--- config.mk ---
export PLATFORM = sky130hd
export DESIGN_NAME = lzw_code_subblock_packer
export DESIGN_NICKNAME = d
export VERILOG_FILES = /design/src/sv/lcsp_pkg.sv /design/src/sv/lcsp_front.sv /design/src/sv/lcsp_cmd_fifo.sv /design/src/sv/lcsp_back.sv /design/src/sv/lzw_code_subblock_packer.sv
export SDC_FILE = /design/constraint.sdc
export NUM_CORES = 2
export LEC_CHECK = 0
export BUFFER_PORTS_ARGS = -buffer_cell sky130_fd_sc_hd__buf_2
export CAP_MARGIN = 5
export CORE_MARGIN = 4
export CORE_UTILIZATION = 68
export DETAILED_ROUTE_END_ITERATION = 8
export GPL_ROUTABILITY_DRIVEN = 0
export PLACE_DENSITY = 0.85
export SLEW_MARGIN = 15
export SYNTH_ARGS = -nofsm -noshare
export SYNTH_HDL_FRONTEND = slang
export SYNTH_SLANG_ARGS = --single-unit
--- constraint.sdc ---
create_clock -name clk -period 42.2 [get_ports clk]
set_input_delay 8.44 -clock clk [delete_from_list [all_inputs] [get_ports clk]]
set_output_delay 8.44 -clock clk [all_outputs]
set_load 0.1 [all_outputs]
--- src/sv/lcsp_pkg.sv ---
`timescale 1ns / 1ps

package lcsp_pkg;

  // field widths fixed by the stream format
  localparam int CODE_W = 16;
  localparam int LEN_W  = 5;
  localparam int IDX_W  = 8;
  localparam int OFF_W  = 3;
  localparam int CNT_W  = 3;

  // code_len register: reset value and the range it saturates to
  localparam logic [LEN_W-1:0] CODE_LEN_RESET = 5'd8;
  localparam logic [LEN_W-1:0] CODE_LEN_MIN   = 5'd1;
  localparam logic [LEN_W-1:0] CODE_LEN_MAX   = 5'd16;

  // input item
  typedef struct packed {
    logic [CODE_W-1:0] code_value;
    logic              break_flag;
  } in_item_t;

  // result item: one word of up to four stream bytes
  typedef struct packed {
    logic [7:0]       byte_0;
    logic [7:0]       byte_1;
    logic [7:0]       byte_2;
    logic [7:0]       byte_3;
    logic [CNT_W-1:0] byte_count;
    logic             last_word;
  } out_item_t;

  // command from front to back: store writes, then an optional flush
  typedef struct packed {
    logic [IDX_W-1:0] base_idx;     // logical index of the first written byte
    logic [1:0]       wr_cnt;       // bytes to write, 1..3
    logic [7:0]       wr_b0;
    logic [7:0]       wr_b1;
    logic [7:0]       wr_b2;
    logic             flush;
    logic             move_partial; // limit flush: partial byte goes to entry 0
    logic [7:0]       len_byte;     // sub-block length byte
    logic [IDX_W-1:0] rd_cnt;       // stored bytes to send, 1..255
    logic [7:0]       partial;      // byte at the new position
  } cmd_t;

  // queue status seen by both ends
  typedef struct packed {
    logic empty;
    logic full;
  } q_stat_t;

  // back end sequencer
  typedef enum logic [1:0] {
    BK_IDLE,
    BK_WRITE,
    BK_FLUSH,
    BK_MOVE
  } bk_state_t;

endpackage

--- src/sv/lcsp_front.sv ---
`timescale 1ns / 1ps

module lcsp_front #(
  parameter int FLUSH_LIMIT = 250
) (
  input  logic                            clk,
  input  logic                            rst_n,
  input  logic                            in_valid,
  output logic                            in_ready,
  input  lcsp_pkg::in_item_t              in_data,
  input  logic                            cfg_we,
  input  logic [lcsp_pkg::LEN_W-1:0]      cfg_wdata,
  input  lcsp_pkg::q_stat_t               q_stat,
  output logic                            q_push,
  output lcsp_pkg::cmd_t                  q_cmd
);

  localparam logic [lcsp_pkg::IDX_W-1:0] LIMIT = lcsp_pkg::IDX_W'(FLUSH_LIMIT);

  logic [lcsp_pkg::LEN_W-1:0]  code_len_r, code_len_nxt;
  logic [lcsp_pkg::IDX_W-1:0]  byte_idx_r, byte_idx_nxt;
  logic [lcsp_pkg::OFF_W-1:0]  bit_off_r, bit_off_nxt;
  logic [7:0]                  partial_r, partial_nxt;

  logic [lcsp_pkg::LEN_W-1:0]  eff_len;
  logic [lcsp_pkg::CODE_W-1:0] code_mask;
  logic [lcsp_pkg::CODE_W-1:0] code;
  logic [22:0]                 shifted;
  logic [7:0]                  keep;
  logic [lcsp_pkg::LEN_W-1:0]  next_pos;
  logic [1:0]                  adv;
  logic [7:0]                  b0, b1, b2;
  logic [lcsp_pkg::IDX_W-1:0]  new_idx;
  logic [7:0]                  partial_new;
  logic                        brk, at_limit, flush, accept;

  assign in_ready = !q_stat.full;
  assign accept   = in_valid && in_ready;
  assign q_push   = accept;

  // code length saturated to 1..16
  always_comb begin
    if (code_len_r < lcsp_pkg::CODE_LEN_MIN) begin
      eff_len = lcsp_pkg::CODE_LEN_MIN;
    end else if (code_len_r > lcsp_pkg::CODE_LEN_MAX) begin
      eff_len = lcsp_pkg::CODE_LEN_MAX;
    end else begin
      eff_len = code_len_r;
    end
  end

  // place the code at the current bit offset
  always_comb begin
    code_mask = lcsp_pkg::CODE_W'((17'd1 << eff_len) - 17'd1);
    code      = in_data.code_value & code_mask;
    shifted   = {7'd0, code} << bit_off_r;
    keep      = 8'((9'd1 << bit_off_r) - 9'd1);
    next_pos  = {2'd0, bit_off_r} + eff_len;
    adv       = next_pos[4:3];
    b0        = (partial_r & keep) | shifted[7:0];
    b1        = shifted[15:8];
    b2        = {1'b0, shifted[22:16]};
    new_idx   = byte_idx_r + {{(lcsp_pkg::IDX_W-2){1'b0}}, adv};
  end

  // byte that now holds the open bit position
  always_comb begin
    case (adv)
      2'd1:    partial_new = b1;
      2'd2:    partial_new = b2;
      default: partial_new = b0;
    endcase
  end

  // flush decision and command
  always_comb begin
    brk      = in_data.break_flag;
    at_limit = new_idx > LIMIT;
    flush    = brk || at_limit;

    q_cmd.base_idx     = byte_idx_r;
    q_cmd.wr_cnt       = adv + 2'd1;
    q_cmd.wr_b0        = b0;
    q_cmd.wr_b1        = b1;
    q_cmd.wr_b2        = b2;
    q_cmd.flush        = flush;
    q_cmd.move_partial = !brk;
    q_cmd.partial      = partial_new;
    if (brk) begin
      q_cmd.len_byte = new_idx + 8'd1;
      q_cmd.rd_cnt   = new_idx + 8'd1;
    end else begin
      q_cmd.len_byte = new_idx;
      q_cmd.rd_cnt   = new_idx;
    end
  end

  // position and register updates
  always_comb begin
    code_len_nxt = cfg_we ? cfg_wdata : code_len_r;
    byte_idx_nxt = byte_idx_r;
    bit_off_nxt  = bit_off_r;
    partial_nxt  = partial_r;
    if (accept) begin
      byte_idx_nxt = flush ? '0 : new_idx;
      bit_off_nxt  = brk ? '0 : next_pos[2:0];
      partial_nxt  = partial_new;
    end
  end

  always_ff @(posedge clk) begin
    if (!rst_n) begin
      code_len_r <= lcsp_pkg::CODE_LEN_RESET;
      byte_idx_r <= '0;
      bit_off_r  <= '0;
    end else begin
      code_len_r <= code_len_nxt;
      byte_idx_r <= byte_idx_nxt;
      bit_off_r  <= bit_off_nxt;
    end
  end

  // partial byte only matters once a code has been written
  always_ff @(posedge clk) begin
    partial_r <= partial_nxt;
  end

endmodule

--- src/sv/lcsp_cmd_fifo.sv ---
`timescale 1ns / 1ps

module lcsp_cmd_fifo (
  input  logic              clk,
  input  logic              rst_n,
  input  logic              push,
  input  lcsp_pkg::cmd_t    push_cmd,
  input  logic              pop,
  output lcsp_pkg::cmd_t    head_cmd,
  output lcsp_pkg::q_stat_t stat
);

  lcsp_pkg::cmd_t entry_r [2];
  logic           wr_ptr_r, wr_ptr_nxt;
  logic           rd_ptr_r, rd_ptr_nxt;
  logic [1:0]     cnt_r, cnt_nxt;

  assign stat.empty = (cnt_r == 2'd0);
  assign stat.full  = (cnt_r == 2'd2);
  assign head_cmd   = entry_r[rd_ptr_r];

  // pointer and fill count
  always_comb begin
    wr_ptr_nxt = push ? !wr_ptr_r : wr_ptr_r;
    rd_ptr_nxt = pop ? !rd_ptr_r : rd_ptr_r;
    cnt_nxt    = cnt_r;
    if (push && !pop) begin
      cnt_nxt = cnt_r + 2'd1;
    end else if (pop && !push) begin
      cnt_nxt = cnt_r - 2'd1;
    end
  end

  always_ff @(posedge clk) begin
    if (!rst_n) begin
      wr_ptr_r <= 1'b0;
      rd_ptr_r <= 1'b0;
      cnt_r    <= 2'd0;
    end else begin
      wr_ptr_r <= wr_ptr_nxt;
      rd_ptr_r <= rd_ptr_nxt;
      cnt_r    <= cnt_nxt;
    end
  end

  always_ff @(posedge clk) begin
    if (push) begin
      entry_r[wr_ptr_r] <= push_cmd;
    end
  end

endmodule

--- src/sv/lcsp_back.sv ---
`timescale 1ns / 1ps

module lcsp_back #(
  parameter int BLOCK_DEPTH = 256
) (
  input  logic                clk,
  input  logic                rst_n,
  input  lcsp_pkg::q_stat_t   q_stat,
  input  lcsp_pkg::cmd_t      q_cmd,
  output logic                q_pop,
  output logic                out_valid,
  input  logic                out_ready,
  output lcsp_pkg::out_item_t out_data
);

  localparam int         AW     = $clog2(BLOCK_DEPTH);
  localparam logic [8:0] DEPTH9 = 9'(BLOCK_DEPTH);

  // logical byte index to store address; index stays below 257 and depth is 64 or more
  function automatic logic [AW-1:0] wrap_addr(input logic [8:0] a);
    logic [8:0] v;
    v = a;
    for (int i = 0; i < 4; i++) begin
      if (v >= DEPTH9) begin
        v = v - DEPTH9;
      end
    end
    return AW'(v);
  endfunction

  logic [7:0] mem [BLOCK_DEPTH];

  lcsp_pkg::bk_state_t state_r, state_nxt;
  lcsp_pkg::cmd_t      cmd_r, cmd_nxt;
  logic [1:0]          wr_k_r, wr_k_nxt;
  logic [7:0]          rd_ptr_r, rd_ptr_nxt;
  logic                rd_v_r, rd_v_nxt;
  logic                rd_last_r, rd_last_nxt;
  logic [7:0]          rd_data_r;
  logic [2:0][7:0]     asm_r, asm_nxt;
  logic [1:0]          asm_cnt_r, asm_cnt_nxt;
  lcsp_pkg::out_item_t out_r, out_nxt;
  logic                out_valid_r, out_valid_nxt;

  logic                load_cmd, flush_start;
  logic                mem_we;
  logic [AW-1:0]       mem_waddr;
  logic [7:0]          mem_wdata;
  logic                wr_last, byte_v, emit, out_free, consume, more, issue, done_flush;
  lcsp_pkg::out_item_t word;

  assign out_valid = out_valid_r;
  assign out_data  = out_r;

  // flush stream handshake: one byte per cycle through the read register while the output is not stalled
  always_comb begin
    wr_last    = (wr_k_r == cmd_r.wr_cnt - 2'd1);
    byte_v     = (state_r == lcsp_pkg::BK_FLUSH) && rd_v_r;
    emit       = byte_v && ((asm_cnt_r == 2'd3) || rd_last_r);
    out_free   = !out_valid_r || out_ready;
    consume    = byte_v && (!emit || out_free);
    more       = (rd_ptr_r != cmd_r.rd_cnt);
    issue      = (state_r == lcsp_pkg::BK_FLUSH) && more && (!rd_v_r || consume);
    done_flush = consume && rd_last_r;
  end

  // next state
  always_comb begin
    state_nxt = state_r;
    unique case (state_r)
      lcsp_pkg::BK_IDLE: begin
        if (!q_stat.empty) state_nxt = lcsp_pkg::BK_WRITE;
      end
      lcsp_pkg::BK_WRITE: begin
        if (wr_last) begin
          if (cmd_r.flush) begin
            state_nxt = lcsp_pkg::BK_FLUSH;
          end else if (q_stat.empty) begin
            state_nxt = lcsp_pkg::BK_IDLE;
          end
        end
      end
      lcsp_pkg::BK_FLUSH: begin
        if (done_flush) begin
          state_nxt = cmd_r.move_partial ? lcsp_pkg::BK_MOVE : lcsp_pkg::BK_IDLE;
        end
      end
      lcsp_pkg::BK_MOVE: begin
        state_nxt = lcsp_pkg::BK_IDLE;
      end
      default: state_nxt = lcsp_pkg::BK_IDLE;
    endcase
  end

  // sequencer outputs
  always_comb begin
    load_cmd    = 1'b0;
    flush_start = 1'b0;
    mem_we      = 1'b0;
    mem_waddr   = '0;
    mem_wdata   = cmd_r.partial;
    unique case (state_r)
      lcsp_pkg::BK_IDLE: begin
        load_cmd = !q_stat.empty;
      end
      lcsp_pkg::BK_WRITE: begin
        mem_we      = 1'b1;
        mem_waddr   = wrap_addr({1'b0, cmd_r.base_idx} + {7'd0, wr_k_r});
        case (wr_k_r)
          2'd1:    mem_wdata = cmd_r.wr_b1;
          2'd2:    mem_wdata = cmd_r.wr_b2;
          default: mem_wdata = cmd_r.wr_b0;
        endcase
        flush_start = wr_last && cmd_r.flush;
        load_cmd    = wr_last && !cmd_r.flush && !q_stat.empty;
      end
      lcsp_pkg::BK_FLUSH: begin
      end
      lcsp_pkg::BK_MOVE: begin
        // carried-over partial byte lands at entry 0
        mem_we    = 1'b1;
        mem_waddr = '0;
        mem_wdata = cmd_r.partial;
      end
      default: begin
      end
    endcase
  end

  assign q_pop = load_cmd;

  // word built from the held bytes plus the arriving one, spare lanes zero
  always_comb begin
    word.byte_0     = (asm_cnt_r > 2'd0) ? asm_r[0] : rd_data_r;
    word.byte_1     = (asm_cnt_r > 2'd1) ? asm_r[1] :
                      (asm_cnt_r == 2'd1) ? rd_data_r : 8'd0;
    word.byte_2     = (asm_cnt_r > 2'd2) ? asm_r[2] :
                      (asm_cnt_r == 2'd2) ? rd_data_r : 8'd0;
    word.byte_3     = (asm_cnt_r == 2'd3) ? rd_data_r : 8'd0;
    word.byte_count = {1'b0, asm_cnt_r} + 3'd1;
    word.last_word  = rd_last_r;
  end

  // datapath next values
  always_comb begin
    cmd_nxt       = load_cmd ? q_cmd : cmd_r;
    wr_k_nxt      = wr_k_r;
    rd_ptr_nxt    = rd_ptr_r;
    rd_v_nxt      = rd_v_r;
    rd_last_nxt   = rd_last_r;
    asm_nxt       = asm_r;
    asm_cnt_nxt   = asm_cnt_r;
    out_nxt       = out_r;
    out_valid_nxt = out_valid_r;

    if (load_cmd) begin
      wr_k_nxt = 2'd0;
    end else if ((state_r == lcsp_pkg::BK_WRITE) && !wr_last) begin
      wr_k_nxt = wr_k_r + 2'd1;
    end

    // read side
    if (flush_start) begin
      rd_ptr_nxt = '0;
      rd_v_nxt   = 1'b0;
    end else if (issue) begin
      rd_ptr_nxt  = rd_ptr_r + 8'd1;
      rd_v_nxt    = 1'b1;
      rd_last_nxt = (rd_ptr_r == cmd_r.rd_cnt - 8'd1);
    end else if (consume) begin
      rd_v_nxt = 1'b0;
    end

    // byte assembly; the length byte opens every sub-block
    if (flush_start) begin
      asm_nxt[0]  = cmd_r.len_byte;
      asm_cnt_nxt = 2'd1;
    end else if (consume) begin
      if (emit) begin
        asm_cnt_nxt = 2'd0;
      end else begin
        asm_nxt[asm_cnt_r] = rd_data_r;
        asm_cnt_nxt        = asm_cnt_r + 2'd1;
      end
    end

    // output register
    if (emit && consume) begin
      out_nxt       = word;
      out_valid_nxt = 1'b1;
    end else if (out_ready) begin
      out_valid_nxt = 1'b0;
    end
  end

  always_ff @(posedge clk) begin
    if (!rst_n) begin
      state_r     <= lcsp_pkg::BK_IDLE;
      wr_k_r      <= 2'd0;
      rd_ptr_r    <= '0;
      rd_v_r      <= 1'b0;
      asm_cnt_r   <= 2'd0;
      out_valid_r <= 1'b0;
    end else begin
      state_r     <= state_nxt;
      wr_k_r      <= wr_k_nxt;
      rd_ptr_r    <= rd_ptr_nxt;
      rd_v_r      <= rd_v_nxt;
      asm_cnt_r   <= asm_cnt_nxt;
      out_valid_r <= out_valid_nxt;
    end
  end

  always_ff @(posedge clk) begin
    cmd_r     <= cmd_nxt;
    rd_last_r <= rd_last_nxt;
    asm_r     <= asm_nxt;
    out_r     <= out_nxt;
  end

  // byte store: one write port, one registered read port
  always_ff @(posedge clk) begin
    if (mem_we) begin
      mem[mem_waddr] <= mem_wdata;
    end
  end

  always_ff @(posedge clk) begin
    if (issue) begin
      rd_data_r <= mem[wrap_addr({1'b0, rd_ptr_r})];
    end
  end

endmodule

--- src/sv/lzw_code_subblock_packer.sv ---
`timescale 1ns / 1ps

// Port group | Direction | Handshake             | Payload
// in_        | input     | in_valid / in_ready   | lcsp_pkg::in_item_t: code_value, break_flag
// out_       | output    | out_valid / out_ready | lcsp_pkg::out_item_t: byte_0..3, count, last
// cfg_       | input     | cfg_we, no wait       | cfg_wdata: code_len, 5 bits
//
// A code is taken while in_ready is high; the back end writes its 1 to 3 bytes
// at one per cycle, after a command load in its idle state when it starts from idle.
// A flush of n stored bytes streams one byte per cycle while out_ready is high; a limit
// flush adds a carry-over write to entry 0; a low out_ready stalls it.
// Reset is synchronous, active low; the byte store is not cleared.
// A two-item command queue lets input continue while a flush drains or out_ready is low.

module lzw_code_subblock_packer #(
  parameter int BLOCK_DEPTH = 256,
  parameter int FLUSH_LIMIT = 250
) (
  input  logic                       clk,
  input  logic                       rst_n,
  input  logic                       in_valid,
  output logic                       in_ready,
  input  lcsp_pkg::in_item_t         in_data,
  output logic                       out_valid,
  input  logic                       out_ready,
  output lcsp_pkg::out_item_t        out_data,
  input  logic                       cfg_we,
  input  logic [lcsp_pkg::LEN_W-1:0] cfg_wdata
);

  lcsp_pkg::q_stat_t q_stat;
  lcsp_pkg::cmd_t    push_cmd;
  lcsp_pkg::cmd_t    head_cmd;
  logic              q_push;
  logic              q_pop;

  // packing position and flush decision
  lcsp_front #(
    .FLUSH_LIMIT (FLUSH_LIMIT)
  ) u_front (
    .clk       (clk),
    .rst_n     (rst_n),
    .in_valid  (in_valid),
    .in_ready  (in_ready),
    .in_data   (in_data),
    .cfg_we    (cfg_we),
    .cfg_wdata (cfg_wdata),
    .q_stat    (q_stat),
    .q_push    (q_push),
    .q_cmd     (push_cmd)
  );

  lcsp_cmd_fifo u_fifo (
    .clk      (clk),
    .rst_n    (rst_n),
    .push     (q_push),
    .push_cmd (push_cmd),
    .pop      (q_pop),
    .head_cmd (head_cmd),
    .stat     (q_stat)
  );

  // byte store and sub-block output
  lcsp_back #(
    .BLOCK_DEPTH (BLOCK_DEPTH)
  ) u_back (
    .clk       (clk),
    .rst_n     (rst_n),
    .q_stat    (q_stat),
    .q_cmd     (head_cmd),
    .q_pop     (q_pop),
    .out_valid (out_valid),
    .out_ready (out_ready),
    .out_data  (out_data)
  );

`ifndef SYNTHESIS
  // a short word can only close a sub-block
  a_short_word_is_last: assert property (@(posedge clk) disable iff (!rst_n)
    out_valid && (out_data.byte_count != 3'd4) |-> out_data.last_word)
    else $error("short word before end of sub-block");

  // count is always 1..4
  a_count_range: assert property (@(posedge clk) disable iff (!rst_n)
    out_valid |-> (out_data.byte_count != 3'd0) && (out_data.byte_count <= 3'd4))
    else $error("byte count out of range");

  // lanes past the count carry zero; checked for a one-byte word
  a_spare_lanes_zero: assert property (@(posedge clk) disable iff (!rst_n)
    out_valid && (out_data.byte_count == 3'd1) |->
      (out_data.byte_1 == 8'd0) && (out_data.byte_2 == 8'd0) && (out_data.byte_3 == 8'd0))
    else $error("spare lanes not zero");

  // the queue never takes an item it has no room for
  a_no_overflow: assert property (@(posedge clk) disable iff (!rst_n)
    q_stat.full |-> !q_push)
    else $error("command queue overflow");
`endif

endmodule
==> results.md <==
Critical path:
- The category of the worst setup path launch point is a flop.
- The startpoint identified for the worst register-to-register timing path is u_back.rd_ptr_r[3].
- In this run the worst path has a maximum fanout of 4.
- The destination of the worst register-to-register timing path is u_back.rd_data_r[4].
- The internal reg-to-reg setup slack is 36.26 ns.
- The worst path required time is 33.76 ns.
- The data arrival time of the critical path is 1.80 ns.
- The worst setup path is of the reg -> out kind.
- The kind of end point of the critical path is an output port.
- For the worst flop-to-flop path, the logic depth is 9.

Placement:
- The number of placed instances with taps included is 6448.
- The HPWL after detailed placement is 139 mm.
- The pre-CTS worst setup slack is 31.76 ns.
- The quantity of I/O buffers inserted on ports is 64.
- The post-place instance area is 93700 µm².

STA:
- Adding up every negative setup slack in the final design gives 0 ns.
- The count of endpoints failing hold in the final timing report is 0.
- The number of max-slew violations in the final report is 0.
- The post-layout minimum cycle time is 10.24 ns.
- Setup violations remaining at the end of the flow were counted as 0.
- The timing-limited maximum frequency is 0.0977 GHz.
- The period utilization is 24.3%.
- The worst hold slack after final layout is 0.521 ns.
- The slew at the pin closest to its max-slew limit is 1.32 ns.
- On the final layout, the worst clock skew is 0.0387 ns.
- The setup slack of the critical path after layout is 31.96 ns.
- The normalized max-slew margin is 11.4%.
- Setup repair after global routing left no endpoint under its margin.

Hold path:
- The worst hold path belongs to the class reg -> reg.
- The startpoint identified for the worst hold timing path is u_back.out_valid.
- The worst hold path terminates at u_back.out_valid.
- Along the worst hold path, the cell count comes to 2.

Drt:
- The final routed wirelength across all metal layers is 250 mm.
- For this block, the initial DRC count from the detailed router was 9718.
- For this run, the detailed router's first-pass iteration total came to 9.
- After detailed routing, the average wire length per cell comes to 36.5 µm.
- Detailed routing inserted a total of 51700 vias.
- The number of nets with antenna violations after routing is 0.
- The via-per-instance ratio is 7.55.
- For this run, design rule violations remaining after detail routing come to 0.

Floorplanning:
- For this configuration, the core starts out at a cell density of 68.6%.
- The count of pins on the block boundary is 65.
- The die is 375 µm tall.
- The core region is 134000 µm².
- The width of the chip is 375 µm.
- The number of placement rows is 134.
- The floorplan step defined a die boundary enclosing 141000 µm².

Power and ir drop:
- In this run the static leakage power is 30.8 nW.
- The peak supply drop is 0.0960 mV.
- The sequential group share of total power is 53.0%.
- Of the total power, the clock network draws 32.6%.
- The internal portion of the total power is 4.26 mW.
- The design draws 5.83 mW.
- The switching part of the total power is 26.9%.
- The power density over the cells is 58.0 nW/µm².
- Per report_power, the combinational group accounts for 14.4% of the total.
- For this design the total switching power over the nets is 1.57 mW.

Clock tree:
- The number of buffers on the longest clock path is 3.
- The number of resized instances in the post-cts repair step is 0.
- Clock-pin slew was measured on the worst setup and hold paths at 0.06 ns.
- The H-tree depth is 4.
- The number of clock buffers inserted by TritonCTS is 210.
- The TritonCTS clock tree is built.
- The buffer cell driving the clock tree root is sky130_fd_sc_hd__clkbuf_16.
- The hold buffer count at cts is 0.
- The post-CTS setup repair buffer count is 0.
- The source-to-sink clock delay at the later pin of the worst-skew pair is 0.86 ns.
- CTS saw 2313 sinks.

Synth:
- The fraction of registers with async set/reset is 0%.
- The most common flop cell mapped by yosys is sky130_fd_sc_hd__edfxtp_1.
- The number of flip-flops and latches in the synthesized netlist is 2313.
- The count of unique library cells instantiated by Yosys is 91.
- The warning count from the yosys run is 0.
- When the netlist entered floorplanning its net count stood at 4847.
- Synthesis handed over a netlist of 4795 instances.
- Sorting the synthesized cells by how often they occur yields 2277 x sky130_fd_sc_hd__edfxtp_1, 428 x sky130_fd_sc_hd__mux4_2, 361 x sky130_fd_sc_hd__nor2_1.
- The most used standard cell by instance count after synthesis is sky130_fd_sc_hd__edfxtp_1.
- The synthesized design spends more area on one cell type than any other, namely sky130_fd_sc_hd__edfxtp_1.
- By area the synthesized netlist is led by sky130_fd_sc_hd__edfxtp_1 75%, sky130_fd_sc_hd__mux4_2 11%, sky130_fd_sc_hd__mux2i_1 2.7%, sky130_fd_sc_hd__nor2_1 1.5%, sky130_fd_sc_hd__mux2_2 0.90%.
- The cell area after technology mapping is 91800 µm².
- Of the post-synthesis cell area, the dominant cell type holds 74.5%.
- The register area share after synthesis is 75.3%.
- The synthesized area per cell is 19.1 µm².
- The number of flops mapped to enable cells by yosys is 2277.

GRT:
- After global routing the overflow that remains totals 0.
- The initial antenna violation count is 18.
- The largest net degree at the start of global routing is 219.
- The via count of the first global-routing pass is 51100.
- Across every metal layer, demand over resource in global routing totals 35.6%.
- The first-pass GRT wire length is 359 mm.

Final layout:
- In the final layout, the share of cells above drive strength 1 is 19.8%.
- The post-layout net count is 4946.
- Cells fill 75.2% of the core in the end.
- The number of standard cells in the layout, taps in and fillers out is 6846.
- The finished layout cell area is 101000 µm².
- The layout overhead on the synthesized area is 9.56%.

Outcome:
- The run finished with clean final reports.

Flow run:
- The max-capacitance violation count is 0.
## cell families (layout without fill, tap and decap cells)
kind of cell | after synthesis | in the layout | synth area share (%)
other | 1 | 13 | 0.00409
AND/OR/NAND/NOR | 778 | 778 | 3.72
multiplexers | 751 | 751 | 14.1
adder cells (fa/ha/maj) | 25 | 25 | 0.365
XOR/XNOR | 43 | 43 | 0.410
flip-flops | 2313 | 2313 | 75.3
buffers and inverters | 319 | 590 | 1.89
AO/OA/AOI/OAI | 565 | 565 | 4.20
## sequential cells by signal, indices dropped and copies added (netlist names), 7 cells and up
name                cells
u_front.byte_idx_r      8
u_back.out_data        36
u_back.cmd_r           51
u_back.asm_r           24
u_fifo.entry_r        102
u_back.rd_ptr_r         8
u_front.partial_r       7
u_back.rd_data_r        8
u_back.mem           2048
## placed cells by master (no fill, tap or decap), drive strengths merged, types with 19 or more instances in the layout
cell type     n
o21ai        87
nor2        361
a21oi       129
mux2         74
xnor2        30
nor3         23
dfxtp        36
mux2i       249
ha           22
o22ai        40
nand2b       20
bufinv       19
edfxtp     2277
o221ai       38
inv          45
clkinv       90
o211ai       19
nand2       203
nand3        50
clkbuf      262
buf         168
a31oi        20
a22oi        71
a221oi       28
and2         24
a211oi       34
nor2b        36
mux4        428
## routing by layer
metal | GRT usage (%) | wire (µm)
met1 | 46.7 | 78700
met2 | 54.0 | 116000
met3 | 10.9 | 37600
met4 | 20.5 | 17700
met5 | 0 | 109
## how the worst max path moves through the flow
stage	endpoint	depth (start not counted)	slack, ns	startpoint
6_report	in_ready	2	31.96	u_fifo.cnt_r[0]
5_1_grt	in_ready	2	31.89	u_fifo.cnt_r[0]
4_1_cts	in_ready	2	31.91	u_fifo.cnt_r[0]
3_5_place_dp	u_fifo.entry_r[1][0]	4	31.76	in_valid
3_3_place_gp	u_fifo.entry_r[1][41]	4	31.79	in_valid
2_1_floorplan	u_back.mem[0][0]	6	28.77	u_back.wr_k_r[0]
## power by group through the flow
stage               logic, mW  registers, mW  clock network, mW
finish                  0.840           3.09               1.90
global route            0.880           3.09               2.00
CTS                     0.808           3.09               1.89
detailed placement      0.797           3.13                  0
global placement        0.747           3.13                  0
floorplan               0.441           3.45                  0
## worst max-delay path: stages (launching register included)
cell and delay, ns:
sky130_fd_sc_hd__dfxtp_1 0.39, sky130_fd_sc_hd__nand2b_1 0.15, sky130_fd_sc_hd__buf_2 0.43
## area by class of cell
| type | count | area [µm²] |
|---|---|---|
| Clock buffer | 262 | 5610 |
| Inverter | 38 | 145 |
| Tap cell | 1768 | 2210 |
| Sequential cell | 2313 | 69100 |
| Antenna cell | 12 | 30.0 |
| Fill cell | 6646 | 33200 |
| Timing Repair Buffer | 168 | 1210 |
| Multi-Input combinational cell | 2163 | 21100 |
| Clock inverter | 122 | 1130 |
(Power assumes the default switching activity.)
